--- src/design/assert_macros.svh ---
// ----------------------------------------------------------------------------
// Assertion macros
// Concurrent assertion wrappers used by the sequencer top module. They compile to
// nothing when SYNTH is defined.
// ----------------------------------------------------------------------------
`ifndef ASSERT_MACROS_SVH
`define ASSERT_MACROS_SVH

`ifndef SYNTH
// Property checked at every rising edge outside reset.
`define ASSERT_CLK(label, clk, rst_n, prop) \
    label: assert property (@(posedge clk) disable iff (!rst_n) (prop)) \
        else $error("assertion failed");
// Implication checked at every rising edge outside reset.
`define ASSERT_IMPL(label, clk, rst_n, ante, cons) \
    label: assert property (@(posedge clk) disable iff (!rst_n) (ante) |-> (cons)) \
        else $error("assertion failed");
`else
`define ASSERT_CLK(label, clk, rst_n, prop)
`define ASSERT_IMPL(label, clk, rst_n, ante, cons)
`endif

`endif

--- src/design/fps_pkg.sv ---
// ----------------------------------------------------------------------------
// Flight phase sequencer package
// Word types, register indexes, phase codes and sizing constants.
// ----------------------------------------------------------------------------
`timescale 1ns / 1ps

package fps_pkg;

    // Samples in one launch averaging window.
    localparam int WINDOW_LEN = 10;
    localparam int WIN_CNT_W  = $clog2(WINDOW_LEN + 1);
    localparam int SUM_W      = 32 + $clog2(WINDOW_LEN + 1);

    localparam int CFG_IDX_W  = 3;
    localparam int CFG_DATA_W = 31;
    localparam int STILL_W    = 13;

    localparam logic [CFG_IDX_W-1:0] REG_LAUNCH_ACCEL    = 3'd0;
    localparam logic [CFG_IDX_W-1:0] REG_APOGEE_BAND     = 3'd1;
    localparam logic [CFG_IDX_W-1:0] REG_MAIN_DEPLOY_ALT = 3'd2;
    localparam logic [CFG_IDX_W-1:0] REG_STILL_BAND      = 3'd3;
    localparam logic [CFG_IDX_W-1:0] REG_LANDED_SPEED    = 3'd4;
    localparam logic [CFG_IDX_W-1:0] REG_LANDED_SAMPLES  = 3'd5;
    localparam logic [CFG_IDX_W-1:0] REG_DROGUE_MIN_ALT  = 3'd6;
    localparam logic [CFG_IDX_W-1:0] REG_MAIN_MIN_ALT    = 3'd7;

    localparam logic [2:0] PH_STANDBY = 3'd0;
    localparam logic [2:0] PH_THRUST  = 3'd1;
    localparam logic [2:0] PH_COAST   = 3'd2;
    localparam logic [2:0] PH_APOGEE  = 3'd3;
    localparam logic [2:0] PH_MAIN    = 3'd4;
    localparam logic [2:0] PH_LANDED  = 3'd5;

    typedef struct packed {
        logic signed [31:0] accel_x;
        logic signed [31:0] vel_down;
        logic signed [31:0] pos_down;
    } sample_t;

    typedef struct packed {
        logic [2:0] phase_now;
        logic       drogue_fire;
        logic       main_fire;
    } result_t;

    typedef struct packed {
        logic [30:0]        launch_accel;
        logic [30:0]        apogee_band;
        logic [30:0]        main_deploy_alt;
        logic [30:0]        still_band;
        logic [30:0]        landed_speed;
        logic [STILL_W-1:0] landed_samples;
        logic [30:0]        drogue_min_alt;
        logic [30:0]        main_min_alt;
    } cfg_t;

    // The launch average is kept as the undivided window sum; the compare
    // against the threshold is scaled by the window length instead.
    typedef struct packed {
        logic [2:0]              phase;
        logic signed [SUM_W-1:0] win_sum;
        logic [WIN_CNT_W-1:0]    win_count;
        logic                    win_active;
        logic signed [SUM_W-1:0] avg_sum;
        logic signed [31:0]      prev_vel;
        logic [STILL_W-1:0]      still_count;
    } state_t;

endpackage

--- src/design/fps_step.sv ---
// ----------------------------------------------------------------------------
// Flight phase step
// Next flight state and result word for one sample, from the current state
// and the threshold registers.
// ----------------------------------------------------------------------------
`timescale 1ns / 1ps

module fps_step (
    input  fps_pkg::state_t  state,
    input  fps_pkg::cfg_t    cfg,
    input  fps_pkg::sample_t sample,
    output fps_pkg::state_t  state_next,
    output fps_pkg::result_t result
);

    logic [fps_pkg::SUM_W-1:0] launch_thr;
    logic                      avg_launch;
    logic signed [32:0]        acc_w;
    logic signed [32:0]        vel_w;
    logic signed [32:0]        pos_w;
    logic signed [33:0]        vel_diff;
    logic signed [33:0]        vel_diff_abs;
    logic                      is_still;
    logic [fps_pkg::STILL_W-1:0] still_inc;

    always_comb
    begin
        // trunc(sum / N) > L holds exactly when sum >= N * (L + 1), since L >= 0.
        launch_thr = (fps_pkg::SUM_W'(cfg.launch_accel) + fps_pkg::SUM_W'(1))
                     * fps_pkg::SUM_W'(fps_pkg::WINDOW_LEN);
        avg_launch = state.avg_sum >= $signed(launch_thr);

        acc_w = 33'(sample.accel_x);
        vel_w = 33'(sample.vel_down);
        pos_w = 33'(sample.pos_down);

        vel_diff     = 34'(sample.vel_down) - 34'(state.prev_vel);
        vel_diff_abs = (vel_diff < 0) ? -vel_diff : vel_diff;
        is_still     = (vel_diff_abs < $signed({3'b000, cfg.still_band}))
                       && (vel_w < $signed({2'b00, cfg.landed_speed}));
        still_inc    = (is_still && (state.still_count != '1))
                       ? state.still_count + fps_pkg::STILL_W'(1) : state.still_count;

        state_next = state;
        unique case (state.phase)
            fps_pkg::PH_STANDBY:
            begin
                if (avg_launch)
                begin
                    state_next.phase = fps_pkg::PH_THRUST;
                end
                else if (state.win_active)
                begin
                    if (state.win_count < fps_pkg::WIN_CNT_W'(fps_pkg::WINDOW_LEN))
                    begin
                        state_next.win_sum   = state.win_sum
                                               + fps_pkg::SUM_W'(sample.accel_x);
                        state_next.win_count = state.win_count + fps_pkg::WIN_CNT_W'(1);
                    end
                    else
                    begin
                        state_next.avg_sum    = state.win_sum;
                        state_next.win_count  = '0;
                        state_next.win_active = 1'b0;
                    end
                end
                else if (acc_w > $signed({2'b00, cfg.launch_accel}))
                begin
                    state_next.win_active = 1'b1;
                    state_next.win_sum    = fps_pkg::SUM_W'(sample.accel_x);
                    state_next.win_count  = fps_pkg::WIN_CNT_W'(1);
                end
            end
            fps_pkg::PH_THRUST:
            begin
                if (sample.vel_down > state.prev_vel)
                begin
                    state_next.phase = fps_pkg::PH_COAST;
                end
                state_next.prev_vel = sample.vel_down;
            end
            fps_pkg::PH_COAST:
            begin
                if ((vel_w > -$signed({2'b00, cfg.apogee_band}))
                    && (vel_w < $signed({2'b00, cfg.apogee_band})))
                begin
                    state_next.phase = fps_pkg::PH_APOGEE;
                end
            end
            fps_pkg::PH_APOGEE:
            begin
                if (pos_w > -$signed({2'b00, cfg.main_deploy_alt}))
                begin
                    state_next.phase       = fps_pkg::PH_MAIN;
                    state_next.prev_vel    = '0;
                    state_next.still_count = '0;
                end
            end
            fps_pkg::PH_MAIN:
            begin
                state_next.still_count = still_inc;
                if (still_inc >= cfg.landed_samples)
                begin
                    state_next.phase = fps_pkg::PH_LANDED;
                end
                state_next.prev_vel = sample.vel_down;
            end
            default:
            begin
                // Landed, and the unused codes, hold everything.
            end
        endcase

        result.phase_now   = state_next.phase;
        result.drogue_fire = (state_next.phase == fps_pkg::PH_APOGEE)
                             && (pos_w <= -$signed({2'b00, cfg.drogue_min_alt}));
        result.main_fire   = (state_next.phase == fps_pkg::PH_MAIN)
                             && (pos_w <= -$signed({2'b00, cfg.main_min_alt}));
    end

endmodule

--- src/design/flight_phase_sequencer.sv ---
// A sample word moves into the result register when that is empty or being read.
// Throughput: one word per cycle while result_ready is high; the sample register and
// the result register form a two-stage pipeline, and the flight state updates as a
// word leaves the sample register, so the sustained rate is one word per clock.
// Reset (rst_n low, asynchronous) returns to standby, clears the launch window,
// the averages and counters, and loads the default thresholds.
// ----------------------------------------------------------------------------
// Flight phase sequencer
// Steps through the six flight phases from navigation samples and raises the
// drogue and main chute fire flags.
// ----------------------------------------------------------------------------
`timescale 1ns / 1ps
`include "assert_macros.svh"

module flight_phase_sequencer (
    input  logic                            clk,
    input  logic                            rst_n,
    input  logic                            sample_valid,
    output logic                            sample_ready,
    input  fps_pkg::sample_t                sample,
    output logic                            result_valid,
    input  logic                            result_ready,
    output fps_pkg::result_t                result,
    input  logic                            cfg_we,
    input  logic [fps_pkg::CFG_IDX_W-1:0]   cfg_index,
    input  logic [fps_pkg::CFG_DATA_W-1:0]  cfg_data
);

    fps_pkg::cfg_t    cfg_reg;
    fps_pkg::state_t  state_reg;
    fps_pkg::state_t  state_next;
    fps_pkg::sample_t sample_reg;
    logic             sample_valid_reg;
    fps_pkg::result_t result_reg;
    fps_pkg::result_t result_next;
    logic             result_valid_reg;
    logic             advance;

    assign advance      = sample_valid_reg && (!result_valid_reg || result_ready);
    assign sample_ready = !sample_valid_reg || advance;
    assign result_valid = result_valid_reg;
    assign result       = result_reg;

    fps_step u_step (
        .state      (state_reg),
        .cfg        (cfg_reg),
        .sample     (sample_reg),
        .state_next (state_next),
        .result     (result_next)
    );

    always_ff @(posedge clk or negedge rst_n)
    begin
        if (!rst_n)
        begin
            cfg_reg.launch_accel    <= 31'd642908;
            cfg_reg.apogee_band     <= 31'd6554;
            cfg_reg.main_deploy_alt <= 31'd19660800;
            cfg_reg.still_band      <= 31'd6554;
            cfg_reg.landed_speed    <= 31'd131072;
            cfg_reg.landed_samples  <= 13'd5000;
            cfg_reg.drogue_min_alt  <= 31'd1966080;
            cfg_reg.main_min_alt    <= 31'd655360;
        end
        else if (cfg_we)
        begin
            unique case (cfg_index)
                fps_pkg::REG_LAUNCH_ACCEL:    cfg_reg.launch_accel    <= cfg_data;
                fps_pkg::REG_APOGEE_BAND:     cfg_reg.apogee_band     <= cfg_data;
                fps_pkg::REG_MAIN_DEPLOY_ALT: cfg_reg.main_deploy_alt <= cfg_data;
                fps_pkg::REG_STILL_BAND:      cfg_reg.still_band      <= cfg_data;
                fps_pkg::REG_LANDED_SPEED:    cfg_reg.landed_speed    <= cfg_data;
                fps_pkg::REG_LANDED_SAMPLES:
                    cfg_reg.landed_samples <= cfg_data[fps_pkg::STILL_W-1:0];
                fps_pkg::REG_DROGUE_MIN_ALT:  cfg_reg.drogue_min_alt  <= cfg_data;
                fps_pkg::REG_MAIN_MIN_ALT:    cfg_reg.main_min_alt    <= cfg_data;
                default:
                begin
                end
            endcase
        end
    end

    always_ff @(posedge clk or negedge rst_n)
    begin
        if (!rst_n)
        begin
            state_reg        <= '0;
            sample_valid_reg <= 1'b0;
            result_valid_reg <= 1'b0;
        end
        else
        begin
            if (sample_ready)
            begin
                sample_valid_reg <= sample_valid;
            end
            if (advance)
            begin
                state_reg        <= state_next;
                result_valid_reg <= 1'b1;
            end
            else if (result_ready)
            begin
                result_valid_reg <= 1'b0;
            end
        end
    end

    // Payload registers carry no reset.
    always_ff @(posedge clk)
    begin
        if (sample_valid && sample_ready)
        begin
            sample_reg <= sample;
        end
        if (advance)
        begin
            result_reg <= result_next;
        end
    end

    `ASSERT_CLK(a_phase_legal, clk, rst_n, state_reg.phase <= fps_pkg::PH_LANDED)
    `ASSERT_IMPL(a_phase_hold, clk, rst_n, !advance, ##1 $stable(state_reg.phase))
    `ASSERT_IMPL(a_phase_forward, clk, rst_n, advance,
                 ##1 (state_reg.phase >= $past(state_reg.phase)))
    `ASSERT_IMPL(a_drogue_phase, clk, rst_n, result_valid_reg && result_reg.drogue_fire,
                 result_reg.phase_now == fps_pkg::PH_APOGEE)
    `ASSERT_CLK(a_window_bound, clk, rst_n,
                state_reg.win_count <= fps_pkg::WIN_CNT_W'(fps_pkg::WINDOW_LEN))

endmodule

--- config.mk ---
export PLATFORM = sky130hd
export DESIGN_NAME = flight_phase_sequencer
export DESIGN_NICKNAME = d
export VERILOG_FILES = /design/src/design/fps_pkg.sv /design/src/design/fps_step.sv /design/src/design/flight_phase_sequencer.sv
export VERILOG_INCLUDE_DIRS = /design/src /design/src/design
export SDC_FILE = /design/constraint.sdc
export NUM_CORES = 1
export LEC_CHECK = 0
export CAP_MARGIN = 20
export CORE_MARGIN = 2
export CORE_UTILIZATION = 25
export CTS_CLUSTER_SIZE = 12
export DETAILED_ROUTE_END_ITERATION = 16
export DONT_BUFFER_PORTS = 1
export GPL_TIMING_DRIVEN = 0
export PLACE_DENSITY = 0.34
export SKIP_CTS_REPAIR_TIMING = 1
export SYNTH_ARGS = -nofsm -noshare
export SYNTH_HDL_FRONTEND = slang
export SYNTH_SLANG_ARGS = --single-unit
--- constraint.sdc ---
create_clock -name clk -period 17 [get_ports clk]
set_clock_uncertainty 0.05 [all_clocks]
set_input_delay 4.25 -clock clk [delete_from_list [all_inputs] [get_ports clk]]
set_output_delay 4.25 -clock clk [all_outputs]
set_load 0.01 [all_outputs]
== Yosys cells after proc, flatten, opt, wreduce, memory -nomap -nowiden ==
Cells that the tools add are included.
Word-level totals
  word-level logic and storage cells: 115
  bits in read-only memories: 0
  RAM bits: 0
  memories: 0
  bits in registers: 458
  bits of input ports: 135
  latch bits: 0
Operators by class
  eq/ne operators: 16
  divide/modulo/power cells: 0
  $mul: 1
  bitwise operators: 2
  $lt $le $gt $ge: 13
  reduce and logical (&&, ||, !) cells: 32
  multiplexer cells: 18
  shifts and indexed selects: 0
  add/subtract/negate cells: 10
Operators with widths (number)
  31-bit negation with 33-bit output: 4
  41-bit 2-to-1 mux: 2
  32-bit by 33-bit greater-than comparator with 1-bit output: 2
  32-bit by 33-bit less-or-equal comparator with 1-bit output: 2
  32-bit greater-than comparator: 2
  32-bit less-than comparator: 2
  32-bit case mux with 2 select lines: 1
  45-bit 2-to-1 mux: 1
  37-bit 2-to-1 mux: 1
  36-bit by 32-bit adder with 36-bit output: 1
  36-bit greater-or-equal comparator: 1
  36-bit by 3-bit multiplier with 35-bit output, second input constant: 1
  36-bit 2-to-1 mux: 1
  34-bit by 1-bit less-than comparator with 1-bit output, second input constant: 1
  34-bit by 32-bit less-than comparator with 1-bit output: 1
  34-bit 2-to-1 mux: 1
  34-bit negation: 1
  32-bit by 32-bit subtractor with 33-bit output: 1
  31-bit by 1-bit adder with 32-bit output, second input constant: 1
  13-bit case mux with 2 select lines: 1
  3-bit == test, second input constant: 6
  2-bit AND reduction: 8
  3-bit by 2-bit == test with 1-bit output, second input constant: 5
  3-bit 2-to-1 mux: 5
  21 further kinds: 40

== Depth between registers and ports, before layout ==
Gate-level depths: netlist (run 1).
  word-level depth: 12
  mapped depth: 41
  mapped depth without buffers: 40

== Modules after synthesis ==
From an unflattened synthesis (run 1), not the netlist that was laid out.
Second synthesis, totals
  cell total of the unflattened synthesis: 3491
  area, all modules: 34844.7 µm²
By module, submodules not included
  fps_step: cells an instance 2626, area each 18526.5 µm², times used 1
  flight_phase_sequencer: cells an instance 865, area each 16318.2 µm², times used 1

== Worst setup path before layout (run 1) ==
No wires, ideal clock.
  path kind: input port to output port
  start: in result_ready
  end: out sample_ready
  arrival: 4.459 ns
  stages on the path: 1
  setup slack: 8.241 ns
  data required time: 12.700 ns
  path through: nand3b_1
Between the ends
  cells in the longest elaborated chain, start to end: 3
RTL lines
  from (decl): RTL line flight_phase_sequencer.sv:22  | input logic result_ready,
  1-bit logical OR: RTL line flight_phase_sequencer.sv:39  | assign advance = sample_valid_reg && (!result_valid_reg || result_ready);
  1-bit logical AND: RTL line flight_phase_sequencer.sv:39
  1-bit logical OR: RTL line flight_phase_sequencer.sv:40  | assign sample_ready = !sample_valid_reg || advance;
  to (decl): RTL line flight_phase_sequencer.sv:19  | output logic sample_ready,
Every way passes these cells.

==> results of run 1 <==
==> cell families after synthesis <==
family | count (synthesis) | share of synthesized area
xor+xnor | 245 | 0.0657
simple gates | 978 | 0.150
mux | 179 | 0.0611
buf+inv | 325 | 0.0374
compound gates | 809 | 0.153
flops | 458 | 0.365
fa+ha+maj | 439 | 0.167
==> per-layer routing <==
layer	global-route usage	wire length, µm	vias up	part of all wire
met5	0	0	-	0
met4	0.0359	2090	0	0.018
met3	0.0306	4560	95	0.040
met2	0.281	53400	388	0.47
met1	0.228	54000	12300	0.47
li1	-	-	12700	-
==> placed cells by master (no fill, tap or decap), types with 24 or more instances in the layout <==
cell and instances:
a21o_1 111, nand2b_1 50, nand3_1 92, o21ai_0 278
and3_1 24, edfxtp_1 101, or3_1 36, mux2_2 176
dfrtp_1 315, ha_1 436, nor2b_1 49, dfstp_2 42
a21oi_1 183, nand4_1 75, nor2_1 162, o21a_1 27
clkbuf_16 71, nor3_1 82, nor4_1 41, clkbuf_1 92
nand2_1 276, xor2_1 100, xnor2_1 144, inv_1 230
==> through the flow <==
| stage | hold WS (ns) | cell area [µm²] |
|---|---|---|
| 2_1_floorplan | 0.407 | 32900 |
| 3_3_place_gp | 0.433 | 35100 |
| 3_5_place_dp | 0.426 | 35200 |
| 4_1_cts | 0.436 | 37500 |
| 5_1_grt | 0.456 | 37500 |
| 6_report | 0.438 | 37500 |
==> report_power, final <==
group / internal, mW / total (mW) / switching (mW)
Clock: 0.886 / 1.47 / 0.588
Combinational: 1.15 / 2.75 / 1.61
Sequential: 1.40 / 1.63 / 0.223
Total: 3.43 / 5.85 / 2.42
==> worst max path at each step <==
stage | start | end | cells past startpoint
floorplan | result_ready | sample_ready | 1
global placement | sample_reg[32] | result[0] | 41
detailed placement | sample_reg[32] | result[0] | 41
CTS | sample_reg[32] | result[0] | 41
global route | sample_reg[32] | result[0] | 41
finish | sample_reg[32] | result[0] | 41
==> final cells by class <==
class,count,area [µm²],share of cell area
Antenna cell,5,12.5,0.000333
Buffer,95,369,0.00984
Clock buffer,96,2000,0.0533
Clock inverter,26,285,0.00760
Inverter,230,863,0.0230
Multi-Input combinational cell,2650,19700,0.525
Sequential cell,458,12000,0.320
Tap cell,1755,2200,0.0585
Timing Repair Buffer,7,77.6,0.00207
==> worst reg2reg max path: cells and delay by family, from the launching register on <==
kind                       cells  cell delay [ns]
AOI/OAI and AO/OA             23             6.05
muxes                          1             0.38
DFF                            1             0.41
and+or+nand+nor               10             2.00
buffers and inverters          2             0.62
xor gates and xnor gates       1             0.18
adders and majority gates      4             1.26
==> key figures, run 1 <==
Floorplan
  – Initial Util: 0.251
  – Chip width: 367 µm
  – Core footprint: 131000 µm²
  – Core Rows: 133
  – Ports: 142
  – Full die area: 135000 µm²
  – Die height: 367 µm

Detailed routing
  – Drc violations: 0
  – Avg WL per Cell: 21.4 µm
  – Initial drt markers: 1351
  – Vias per cell: 4.78
  – Vias: 25500
  – First-pass DRT Iterations: 7
  – Antenna viol nets, final: 0
  – Final wirelength: 114000 µm

Worst setup path
  – R2R cell count: 41
  – Arr. time, crit path: 11.56 ns
  – Reg2reg start: sample_reg[32]
  – Reg2Reg Capture Point: result[0]
  – Req. time, crit path: 17.42 ns
  – CP max stage delay: 0.78 ns
  – Critical-path maximum fanout: 10
  – Crit-path slowest cell: a211oi_1
  – R2r setup slk: 5.86 ns
  – Critical Path End Type: flip-flop
  – Top cell family by delay on the critical path: compound AO/OA/AOI/OAI gates
  – Worst Path Buf+Inv: 2
  – Crit path kind: flip-flop to flip-flop
  – Crit start category: flip-flop

Clock network
  – Clk sink count: 458
  – Max Root-Sink Buffers: 3
  – # H-tree levels: 3
  – TritonCTS clock tree: yes
  – Cts bufs inserted: 67
  – Root Driver: clkbuf_16
  – Clock-pin slew on the worst setup and hold paths: 0.06 ns
  – Clk_lat worst skew: 0.67 ns

Power
  – P_leak: 16.4 nW
  – Pwr dens: 156 nW/µm²
  – Maximum VDD drop: 78.7 µV
  – Overall power: 5.85 mW

Timing
  – Setup violators final: 0
  – Tightest Pin Transition: 1.69 ns
  – Final Hold Fails: 0
  – Max Clock Freq: 0.0898 GHz
  – Max-slew violations: 159
  – Period utilisation layout: 0.655
  – Period minus WS final: 11.14 ns
  – Relative max-transition margin: -0.124
  – Post-route setup slack: 5.86 ns
  – RSZ-0062 raised after global routing: false
  – Setup TNS: 0 ns

Final layout
  – Final Instance Count excl. Fillers: 5322
  – Nets: 4083
  – Area Overhead vs Synth: 13.9%
  – Final core utilization: 0.286
  – Max FFs per register: 230
  – Fillers: 13900
  – Layout cell share with drive strength beyond 1: 0.105

Run status
  – Failing checks: slew limit
  – Status: finished, violations left

Placed design
  – GPL Wtd Cong: 0.815
  – Placed Cells: 5194
  – Dpl hpwl: 88700 µm
  – Port bufs: 0
  – Pre-CTS WS: 5.74 ns

Synth
  – Syn Std Cell Area: 32900 µm²
  – Main area contributors after synthesis: dfrtp_1 24%, ha_1 17%, edfxtp_1 9.2%
  – Yosys warning count: 0
  – Avg Inst Size Synth: 9.59 µm²
  – Synthesized flop and latch total: 458
  – Count of cell types in the netlist: 89
  – Largest area contributor in the netlist: dfrtp_1
  – Cell with the most instances after synthesis: ha_1
  – Cells after Synth: 3433
  – Top FF cell, synth: dfrtp_1
  – Sequential area share after synthesis: 0.365
  – Top cell type's share of synthesized area: 0.239
  – Post-synth ARST share: 0.779
  – EDFF count, synth: 101
  – Top post-synthesis cells by count: 436 x ha_1, 315 x dfrtp_1, 278 x o21ai_0
  – Syn nets: 4007

Global routing
  – Initial antenna violation count: 14
  – Number of global-route vias before repair: 26300
  – Largest net degree at the start of global routing: 358
  – GRT Residual Overflow: 0
  – Global-route wire length before repair: 172000 µm
  – Tot GR Track Use: 0.169

Hold path
  – Worst hold endpoint: result_valid
  – HP Start: sample_valid_reg
  – Worst hold path depth: 1
  – Hold/Removal Path Class: flip-flop to flip-flop

Run
  – Max-Cap Viols: 0
No activity file was read; power rests on OpenSTA's default activity.
==> run 2, diff against run 1 <==
==> constraint.sdc (replaced) <==
create_clock -name clk -period 10.34 [get_ports clk]
set_clock_uncertainty 0.05 [all_clocks]
set_input_delay 2.585 -clock clk [delete_from_list [all_inputs] [get_ports clk]]
set_output_delay 2.585 -clock clk [all_outputs]
set_load 0.01 [all_outputs]
==> run 2 against run 1 <==
Flip-flop and latch count is the same; count of clock-buffer cells in the layout did not move; final area up 0.12%; maximum frequency grew 15%; sequential share of layout area barely moved; via count about the same; largest cell class unchanged; first-iteration DRC count rose by 9.8%; the flow still finishes with violations (slew limit); combinational power is 66% higher; worst hold slack hardly changed; sequential power increased by 64%; clock power up 65%; cell count about the same.
==> key figures, run 2 (synthesized netlist as in run 1, its figures left out) <==
Run status
  – Status: finished, violations left
  – Failing checks: slew limit

Timing
  – Period utilisation layout: 0.939
  – Setup violators final: 0
  – RSZ-0062 raised after global routing: false
  – Max-slew violations: 86
  – Max Clock Freq: 0.103 GHz
  – Period minus WS final: 9.71 ns
  – Final Hold Fails: 0
  – Tightest Pin Transition: 1.59 ns
  – Relative max-transition margin: -0.0605

Detailed routing
  – Initial drt markers: 1484
  – Final wirelength: 114000 µm
  – Vias: 25400
  – Avg WL per Cell: 21.4 µm
  – Antenna viol nets, final: 0
  – Drc violations: 0
  – First-pass DRT Iterations: 5
  – Vias per cell: 4.78

Global routing
  – Number of global-route vias before repair: 26300
  – Initial antenna violation count: 14
  – Global-route wire length before repair: 172000 µm
  – Tot GR Track Use: 0.169
  – GRT Residual Overflow: 0
  – Largest net degree at the start of global routing: 358

Power
  – Power share of the sequential group: 0.277
  – NetSw: 3.99 mW
  – Maximum VDD drop: 129 µV
  – Internal Power: 5.67 mW
  – Switch share: 0.413
  – Pwr dens: 257 nW/µm²
  – P_leak: 16.4 nW
  – Comb power frac: 0.473
  – Clock share of power: 0.250

Clock network
  – Cts bufs inserted: 67
  – Clk sink count: 458
  – Clock-pin slew on the worst setup and hold paths: 0.06 ns
  – Root Driver: clkbuf_16
  – # H-tree levels: 3
  – Max Root-Sink Buffers: 3
  – TritonCTS clock tree: yes
  – Clk_lat worst skew: 0.66 ns

Placed design
  – GPL Wtd Cong: 0.815
  – Port bufs: 0
  – Placed Cells: 5194
  – Dpl hpwl: 88700 µm

Worst setup path
  – Worst Path Buf+Inv: 2
  – Top cell family by delay on the critical path: compound AO/OA/AOI/OAI gates
  – Critical Path End Type: flip-flop
  – Crit-path slowest cell: or3b_2
  – Critical-path maximum fanout: 10
  – Crit start category: flip-flop
  – Arr. time, crit path: 10.13 ns
  – Cell mode on critical path: o21ai_0
  – Crit path kind: flip-flop to flip-flop
  – Req. time, crit path: 10.76 ns
  – CP max stage delay: 0.63 ns

Final layout
  – Nets: 4081
  – Final Instance Count excl. Fillers: 5319
  – Most frequent cells in the layout: 436 x ha_1, 315 x dfrtp_1, 278 x o21ai_0
  – Layout cell share with drive strength beyond 1: 0.107
  – Commonest non-fill, non-tap cell in the layout: ha_1
  – Area Overhead vs Synth: 14.1%
  – Final core utilization: 0.286
  – Max FFs per register: 230

Floorplan
  – Initial Util: 0.251
  – Core footprint: 131000 µm²
  – Die height: 367 µm
  – Core Rows: 133
  – Full die area: 135000 µm²
  – Chip width: 367 µm
  – Ports: 142

Hold path
  – Hold/Removal Path Class: flip-flop to flip-flop

Run
  – Max-Cap Viols: 0
run 2: through the flow:
stage                     area (µm²)  setup TNS [ns]  hold WS (ns)  total power [mW]  setup WS [ns]
after detailed placement       35200           -3.00         0.426              7.27         -0.923
after global placement         35100           -3.41         0.433              7.29          -1.05
after global routing           37600               0         0.456              10.6         0.0431
after CTS                      37500           -3.18         0.436              9.81         -0.996
after floorplan                32900               0         0.407              5.98           2.05
final                          37600               0         0.438              9.66          0.629
run 2: per-layer routing:
layer	vias up	wire length [µm]	GRT usage
li1	12700	-	-
met1	12300	54100	0.228
met2	372	53400	0.281
met3	95	4470	0.0306
met4	0	2070	0.0359
met5	-	0	0
run 2: area by class of cell:
class	count	area (µm²)
diodes	4	10.0
plain buffers	92	363
clock buffers	96	2000
clock inverters	26	285
fillers	13900	93600
inverters	230	863
multi-input cells	2650	19700
flip-flops and latches	458	12000
well taps	1755	2200
repair buffers	8	85.1
run 2: power groups by stage:
stage / sequential [mW] / clock [mW] / combinational (mW)
3_3_place_gp: 2.72 / 0 / 4.57
6_report: 2.68 / 2.42 / 4.57
3_5_place_dp: 2.71 / 0 / 4.55
2_1_floorplan: 2.57 / 0 / 3.41
4_1_cts: 2.69 / 2.53 / 4.59
5_1_grt: 2.74 / 2.60 / 5.22
run 2: final timing paths:
kind | from | to | slack (ns) | depth (start not counted)
setup reg to reg | sample_reg[32] | result[0] | 0.63 | 41
min in group asynchronous | rst_n | cfg_reg[173] | 1.61 | 0
hold reg to reg | sample_valid_reg | result_valid | 0.44 | 1
max in group asynchronous | rst_n | state_reg[119] | 7.36 | 0
hold / removal | sample_valid_reg | result_valid | 0.44 | 1
setup / recovery | sample_reg[32] | result[0] | 0.63 | 41
==> run 3, diff against run 2 <==
--- a/config.mk
+++ b/config.mk
@@ -7,7 +7,6 @@
 export NUM_CORES = 1
 export LEC_CHECK = 0
 export CAP_MARGIN = 20
-export CORE_MARGIN = 2
 export CORE_UTILIZATION = 25
 export CTS_CLUSTER_SIZE = 12
 export DETAILED_ROUTE_END_ITERATION = 16
==> run 3 against run 2 <==
Routed wire length shrank 0.56%; register-to-register slack improved by 0.04 ns; highest routed layer unchanged; flip-flop and latch count did not move; cell count shrank 0.24%; via count barely moved; utilization is 0.29 points higher; critical path depth is the same; global-route usage up 0.30 points; the flow still finishes with violations (slew limit); largest power group unchanged.
==> key figures, run 3 (synthesized netlist as in run 1, its figures left out) <==
Run status
  – Status: finished, violations left
  – Failing checks: slew limit

Floorplan
  – Initial Util: 0.253
  – Chip width: 365 µm
  – Core Rows: 132
  – Core footprint: 130000 µm²
  – Full die area: 133000 µm²
  – Ports: 142
  – Die height: 365 µm

Clock network
  – # H-tree levels: 3
  – Max Root-Sink Buffers: 3
  – Cts bufs inserted: 66
  – TritonCTS clock tree: yes
  – Clock-pin slew on the worst setup and hold paths: 0.06 ns
  – Clk sink count: 458
  – Root Driver: clkbuf_16
  – Clk_lat worst skew: 0.66 ns

Run
  – Max-Cap Viols: 0

Detailed routing
  – Vias per cell: 4.79
  – Initial drt markers: 1338
  – Antenna viol nets, final: 0
  – Vias: 25400
  – First-pass DRT Iterations: 5
  – Drc violations: 0
  – Final wirelength: 113000 µm
  – Avg WL per Cell: 21.4 µm

Final layout
  – Fillers: 13900
  – Max FFs per register: 230
  – Layout cell share with drive strength beyond 1: 0.109
  – Commonest non-fill, non-tap cell in the layout: ha_1
  – Most frequent cells in the layout: 436 x ha_1, 315 x dfrtp_1, 277 x o21ai_0
  – Final core utilization: 0.289
  – Nets: 4081
  – Storage cell area: 12000 µm²
  – Area Overhead vs Synth: 14.3%
  – Area of the multi-input gates: 19800 µm²

Worst setup path
  – Crit path kind: flip-flop to flip-flop
  – Crit. Startpoint: sample_reg[32]
  – Crit-path slowest cell: or3b_2
  – Critical Path End Type: flip-flop
  – Top cell family by delay on the critical path: compound AO/OA/AOI/OAI gates
  – CP max stage delay: 0.59 ns
  – Reg2reg start: sample_reg[32]
  – Crit path depth: 41
  – Crit start category: flip-flop
  – Worst Path Buf+Inv: 2
  – R2r setup slk: 0.67 ns
  – Reg2Reg Capture Point: result[0]
  – Critical-path maximum fanout: 10
  – R2R cell count: 41
  – Arr. time, crit path: 10.08 ns
  – Req. time, crit path: 10.74 ns

Placed design
  – Dpl hpwl: 88100 µm
  – GPL Wtd Cong: 0.829
  – Port bufs: 0

Power
  – Pwr dens: 258 nW/µm²
  – P_leak: 16.4 nW
  – Maximum VDD drop: 129 µV

Global routing
  – Tot GR Track Use: 0.172
  – GRT Residual Overflow: 0
  – Largest net degree at the start of global routing: 358
  – Busiest grt layer: met2
  – Number of global-route vias before repair: 26500
  – M2 GR Usage: 0.282
  – Initial antenna violation count: 16
  – Global-route wire length before repair: 171000 µm
  – M1 GR Usage: 0.232
  – Met3 Use GR: 0.0320

Hold path
  – Worst hold endpoint: result_valid
  – Hold/Removal Path Class: flip-flop to flip-flop
  – Worst hold path depth: 1
  – HP Start: sample_valid_reg

Timing
  – Max-slew violations: 199
  – Final Hold Fails: 0
  – Period utilisation layout: 0.935
  – Max Clock Freq: 0.103 GHz
  – RSZ-0062 raised after global routing: false
  – Setup violators final: 0
  – Period minus WS final: 9.67 ns
  – Relative max-transition margin: -0.474
  – Tightest Pin Transition: 2.21 ns
  – Setup TNS: 0 ns
==> run 3: cell count changes in the layout (fill, tap and decap cells not counted), sizes merged <==
cell,before,now
buf,22,24
clkdlybuf4s18,1,0
clkinvlp,3,1
bufinv,4,5
clkinv,11,16
inv,238,233
==> run 3: how the worst max path moves through the flow <==
stage | endpoint | slack [ns]
detailed placement | result[0] | -1.17
floorplan | result[0] | 2.05
global placement | result[0] | -1.27
global route | result[0] | 0.009
CTS | result[0] | -1.21
finish | result[0] | 0.67
==> run 3: per-stage QoR <==
stage | total power [mW] | setup slack [ns] | hold slack (ns) | area (µm²) | cells
3_3_place_gp | 7.28 | -1.27 | 0.430 | 35100 | 5175
3_5_place_dp | 7.25 | -1.17 | 0.434 | 35200 | 5180
5_1_grt | 10.6 | 0.00850 | 0.468 | 37600 | 5302
6_report | 9.70 | 0.667 | 0.441 | 37700 | 5306
2_1_floorplan | 5.98 | 2.05 | 0.407 | 32900 | 3433
4_1_cts | 9.80 | -1.21 | 0.445 | 37500 | 5301
==> run 3: metal layers <==
layer / routed length (µm) / vias up / part of all wire
li1: - / 12700 / -
met1: 54100 / 12300 / 0.48
met2: 52000 / 372 / 0.46
met3: 4790 / 106 / 0.042
met4: 2460 / 0 / 0.022
met5: 0 / - / 0
==> run 3: power by group <==
part           internal [mW]  switching, mW
clock                   1.48          0.959
combinational           1.92           2.68
sequential              2.31          0.364
total                   5.70           4.00
==> run 3: cell type report <==
type,count,share of cell area
Multi-Input combinational cell,2650,0.527
Clock inverter,25,0.00797
Inverter,230,0.0229
Timing Repair Buffer,10,0.00249
Clock buffer,96,0.0532
Antenna cell,4,0.000266
Sequential cell,458,0.319
Tap cell,1742,0.0579
Buffer,91,0.00957
==> run 3: worst register-to-register path: cells and delay by family (launching register included) <==
family                   cells  cell delay, ns
AO/OA/AOI/OAI               23            4.83
AND/OR/NAND/NOR             10            1.99
adder cells (fa/ha/maj)      4            1.29
buffers and inverters        2            0.41
flip-flops                   1            0.41
multiplexers                 1            0.34
XOR/XNOR                     1            0.16
